<file path="config.mk">
export PLATFORM = sky130hd
export DESIGN_NAME = mrls_seq
export DESIGN_NICKNAME = d
export VERILOG_FILES = /design/src/mrls_pkg.sv /design/src/mrls_seq.sv
export SDC_FILE = /design/constraint.sdc
export NUM_CORES = 1
export LEC_CHECK = 0
export ABC_CLOCK_PERIOD_IN_PS = 3700
export BUFFER_PORTS_ARGS = -buffer_cell sky130_fd_sc_hd__buf_2
export CORE_AREA = 2 2 39 41
export CTS_BUF_LIST = sky130_fd_sc_hd__clkbuf_8
export DETAILED_ROUTE_END_ITERATION = 10
export DIE_AREA = 0 0 41 43
export PLACE_DENSITY = 0.68
export SLEW_MARGIN = 40
export SYNTH_ARGS = -nofsm -noshare
export SYNTH_HDL_FRONTEND = slang
export SYNTH_SLANG_ARGS = --single-unit
</file>
<file path="constraint.sdc">
create_clock -name clk -period 3.7 [get_ports clk]
set_input_delay 0.925 -clock clk [delete_from_list [all_inputs] [get_ports clk]]
set_output_delay 0.925 -clock clk [all_outputs]
set_load 0.05 [all_outputs]
</file>
<file path="src/mrls_pkg.sv">
// ----------------------------------------------------------------------------
// mrls_pkg
// Shared types, codes and the sequencer microprogram for the run-length store.
// ----------------------------------------------------------------------------
package mrls_pkg;

	localparam int MAX_RUNS_DEF  = 1024;
	localparam int POS_BITS_DEF  = 20;
	localparam int VAL_W         = 32;
	localparam int STEP_W        = 4;

	typedef enum logic {
		OP_APPEND = 1'b0,
		OP_LOOKUP = 1'b1
	} opcode_t;

	typedef enum logic [1:0] {
		ST_OK       = 2'd0,
		ST_NOT_MONO = 2'd1,
		ST_OOR      = 2'd2,
		ST_FULL     = 2'd3
	} status_t;

	// datapath actions, one per control word
	typedef enum logic [2:0] {
		A_NONE,
		A_LATCH,     // take a request from the input side
		A_APPEND,    // update the run table with the latched value
		A_LK_INIT,   // range check, set the search window
		A_RD_MID,    // read the midpoint entry
		A_NARROW,    // shrink the window from the read position
		A_RD_LO,     // read the found entry
		A_TAKE_VAL   // capture the found value
	} act_t;

	// jump conditions
	typedef enum logic [2:0] {
		C_NEVER,
		C_ALWAYS,
		C_NO_REQ,
		C_LOOKUP,
		C_MISS,
		C_DONE,
		C_OUT_FREE
	} cond_t;

	typedef logic [STEP_W-1:0] step_t;

	typedef struct packed {
		act_t  act;
		logic  emit;   // load the output register when it is free
		cond_t cond;
		step_t jmp;
	} ucode_t;

	typedef struct packed {
		logic req;
		logic lookup;
		logic miss;
		logic done;
		logic out_free;
	} flags_t;

	localparam step_t S_IDLE    = 4'd0;
	localparam step_t S_DISP    = 4'd1;
	localparam step_t S_APPEND  = 4'd2;
	localparam step_t S_LK_INIT = 4'd3;
	localparam step_t S_LK_TEST = 4'd4;
	localparam step_t S_LK_STEP = 4'd5;
	localparam step_t S_LK_FIN  = 4'd6;
	localparam step_t S_LK_VAL  = 4'd7;
	localparam step_t S_EMIT    = 4'd8;
	localparam step_t S_EMIT_W  = 4'd9;

	// microprogram ROM: a false condition falls through to the next step
	function automatic ucode_t ucode(input step_t s);
		ucode_t u;
		u = '{act: A_NONE, emit: 1'b0, cond: C_ALWAYS, jmp: S_IDLE};
		case (s)
			S_IDLE:    u = '{act: A_LATCH,    emit: 1'b0, cond: C_NO_REQ,   jmp: S_IDLE};
			S_DISP:    u = '{act: A_NONE,     emit: 1'b0, cond: C_LOOKUP,   jmp: S_LK_INIT};
			S_APPEND:  u = '{act: A_APPEND,   emit: 1'b0, cond: C_ALWAYS,   jmp: S_EMIT};
			S_LK_INIT: u = '{act: A_LK_INIT,  emit: 1'b0, cond: C_MISS,     jmp: S_EMIT};
			S_LK_TEST: u = '{act: A_RD_MID,   emit: 1'b0, cond: C_DONE,     jmp: S_LK_FIN};
			S_LK_STEP: u = '{act: A_NARROW,   emit: 1'b0, cond: C_ALWAYS,   jmp: S_LK_TEST};
			S_LK_FIN:  u = '{act: A_RD_LO,    emit: 1'b0, cond: C_NEVER,    jmp: S_IDLE};
			S_LK_VAL:  u = '{act: A_TAKE_VAL, emit: 1'b0, cond: C_NEVER,    jmp: S_IDLE};
			S_EMIT:    u = '{act: A_NONE,     emit: 1'b1, cond: C_OUT_FREE, jmp: S_IDLE};
			S_EMIT_W:  u = '{act: A_NONE,     emit: 1'b0, cond: C_ALWAYS,   jmp: S_EMIT};
			default:   u = '{act: A_NONE,     emit: 1'b0, cond: C_ALWAYS,   jmp: S_IDLE};
		endcase
		return u;
	endfunction

endpackage

</file>
<file path="src/mrls_seq.sv">
// ----------------------------------------------------------------------------
// mrls_seq
// Step counter and microprogram ROM; issues one control word per cycle.
// ----------------------------------------------------------------------------
module mrls_seq (
	input  logic            clk,
	input  logic            arst_n,
	input  mrls_pkg::flags_t flags,
	output mrls_pkg::ucode_t uc
);
	import mrls_pkg::*;

	step_t step_q;
	logic  take;

	assign uc = ucode(step_q);

	always_comb begin
		case (uc.cond)
			C_NEVER:    take = 1'b0;
			C_ALWAYS:   take = 1'b1;
			C_NO_REQ:   take = !flags.req;
			C_LOOKUP:   take = flags.lookup;
			C_MISS:     take = flags.miss;
			C_DONE:     take = flags.done;
			C_OUT_FREE: take = flags.out_free;
			default:    take = 1'b1;
		endcase
	end

	always_ff @(posedge clk or negedge arst_n) begin
		if (!arst_n) begin
			step_q <= S_IDLE;
		end else if (take) begin
			step_q <= uc.jmp;
		end else begin
			step_q <= step_q + step_t'(1);
		end
	end

endmodule

</file>
==> impl_metrics.env <==
export IMPL_status="completed"
export IMPL_grt_usage_pct=14.9
export IMPL_drc=0
export IMPL_nets=90
export IMPL_fp_dieH_um=43
export IMPL_vias=491
export IMPL_synth_async_reset_ratio_pct=100
export IMPL_critical_path_max_fanout=8
export IMPL_rsz0062_at_grt="no"
export IMPL_syn_avg_cell_area_um2=8.30
export IMPL_cts_sinks=4
export IMPL_dr_pass1_iters=2
export IMPL_cts_tree="built"
export IMPL_cts_repair_resized=0
export IMPL_muxShareOfSynthArea_pct=16.1
export IMPL_slew_headroom_pct=62.7
export IMPL_critical_path_class="flop to output port"
export IMPL_antenna_found_initial=0
export IMPL_placementRows=14
export IMPL_ios=18
export IMPL_yosysTopAreaCellShare_pct=20.1
export IMPL_drtIter0Drc=3
export IMPL_cp_end_kind="output port"
export IMPL_drv_slew=0
export IMPL_ys_ff_latch=4
export IMPL_syn_instance_count=60
export IMPL_regArea_um2=100
export IMPL_setup_viol=0
export IMPL_diodes=0
export IMPL_die_x_um=41
export IMPL_clk_latency_ns=0.22
export IMPL_cts_clk_slew_worst_paths_ns=0.03
export IMPL_start_util_pct=36.0
export IMPL_syn_nets=70
export IMPL_fmax_mhz=349
export IMPL_synth_top_family_by_area="simple AND/OR/NAND/NOR gates"
export IMPL_viasPerCell=5.22
export IMPL_cp_arrival_ns=1.94
export IMPL_hold_path_class="input pin to asynchronous set/reset pin"
export IMPL_largest_reg_flops=4
export IMPL_final_fill_count=145
export IMPL_numCtsBuffers=3
export IMPL_die_area_um2=1760
export IMPL_synth_xor_area_share_pct=3.52
export IMPL_final_hold_violation_count=0
export IMPL_cts_root_buf="clkbuf_8"
export IMPL_worst_pin_slew_ns=0.559
export IMPL_ys_warnings_count=0
export IMPL_post_cts_buffers=0
export IMPL_reg2reg_slack_ns=1.30
export IMPL_cts_hold_buf=0
export IMPL_largest_registers="step_q: 4 flops"
export IMPL_finalCriticalPeriod_ns=2.86
export IMPL_multi_input_area_um2=377
export IMPL_h_tree_depth=1
export IMPL_synth_edf_count=0
export IMPL_fin_util_pct=45.8
export IMPL_clock_skew_ns=0.00339
export IMPL_ant_nets=0
export IMPL_cp_required_ns=2.77
export IMPL_synthTopCellsByArea="dfrtp_1 (20%), mux2_4 (12%), ha_1 (7.5%)"
export IMPL_finalWirelength_um=1170
export IMPL_final_setup_tns_ns=0
export IMPL_clk_path_buf_depth=2
export IMPL_io_buffers=17
export IMPL_grt_pass1_wl_um=1860
export IMPL_synth_compound_area_share_pct=17.1
export IMPL_hpwl_um=888
export IMPL_grt_overflow=0
export IMPL_max_cap_violations=0
export IMPL_finalCritPeriodShare_pct=77.3
export IMPL_wl_per_cell_um=12.4
export IMPL_grt_pass1_vias=425
export IMPL_synth_top_cell_by_area="dfrtp_1"
export IMPL_regMostFlops="step_q"
export IMPL_core_um2=1380
export IMPL_synth_simple_area_share_pct=31.4
export IMPL_synthDistinctLibCells=28
export IMPL_netlist_area_um2=498
export IMPL_synthAdderAreaFrac_pct=7.54
export IMPL_ys_seq_area_share_pct=20.1
export IMPL_cp_start_kind="flop"
export IMPL_grt_max_degree=19
export IMPL_layout_drive_gt1_share_pct=35.9
export IMPL_syn_to_final_growth_pct=27.4
export IMPL_gp_congestion=0.790
export IMPL_synthFlopType="dfrtp_1"
==> synthesized netlist by cell type (all sizes together), types with 2 or more instances <==
cell type,instances
dfrtp,4
nand2,4
inv,3
a21oi,5
nor2,7
and2,2
ha,3
nand2b,2
mux2i,2
nand3,3
or2,3
o21ai,4
buf,2
mux2,4
and2b,2
==> final cells by class <==
| class | count | area share [%] |
|---|---|---|
| sequential | 4 | 15.8 |
| inverter | 3 | 1.78 |
| clock buffer | 3 | 6.51 |
| timing repair buffer | 17 | 13.4 |
| tap | 16 | 3.16 |
| multi-input combinational | 51 | 59.4 |
==> cells by family (layout without fill, tap and decap cells) <==
kind of cell,count (synthesis),in the layout
flip-flops,4,4
XOR/XNOR,2,2
AND/OR/NAND/NOR,28,28
AO/OA/AOI/OAI,12,12
adder cells (fa/ha/maj),3,3
buffers and inverters,5,23
multiplexers,6,6
==> cells in the final DEF, fill, tap and decap left out, types with 2 or more instances in the layout <==
cell type | netlist | layout
nand2_1 | 4 | 4
or2_2 | 2 | 2
nand3_1 | 3 | 3
nor2_1 | 7 | 7
nand2b_1 | 2 | 2
mux2i_1 | 2 | 2
ha_1 | 3 | 3
buf_2 | 2 | 17
dfrtp_1 | 4 | 4
and2_1 | 2 | 2
inv_1 | 3 | 3
a21oi_1 | 5 | 5
clkbuf_8 | 0 | 3
mux2_4 | 4 | 4
o21ai_1 | 3 | 3
==> stage by stage <==
stage,hold slack (ns),setup slack (ns),instance area [µm²],cells
global route,0.511,0.718,634,94
floorplan,0.629,0.954,498,60
CTS,0.507,0.844,634,94
global placement,0.691,1.16,593,91
detailed placement,0.690,1.07,593,91
finish,0.506,0.838,634,94
==> layer usage <==
layer / up-vias / wire, µm / track usage [%]
li1: 250 / - / -
met1: 232 / 538 / 21.2
met2: 9 / 585 / 23.1
met3: 0 / 46 / 3.14
met4: 0 / 0 / 2.00
met5: - / 0 / 0
==> worst paths after layout <==
path | startpoint | endpoint | cells after the start
min | arst_n | step_q[3] | 1
min in group clk | step_q[0] | step_q[0] | 2
max in group asynchronous | arst_n | step_q[1] | 1
max | step_q[1] | uc[4] | 6
max reg2reg | step_q[1] | step_q[0] | 7
min reg2reg | step_q[0] | step_q[0] | 2
==> worst max-delay path: stages, from the launching register on <==
cell     delay [ns]
dfrtp_1        0.46
inv_1          0.14
ha_1           0.39
or2_2          0.30
a21oi_1        0.15
a21oi_1        0.05
buf_2          0.22
Power is left out: the tool's default activity adds up to more than one toggle a clock period on the data nets, which glitch-free logic cannot reach.
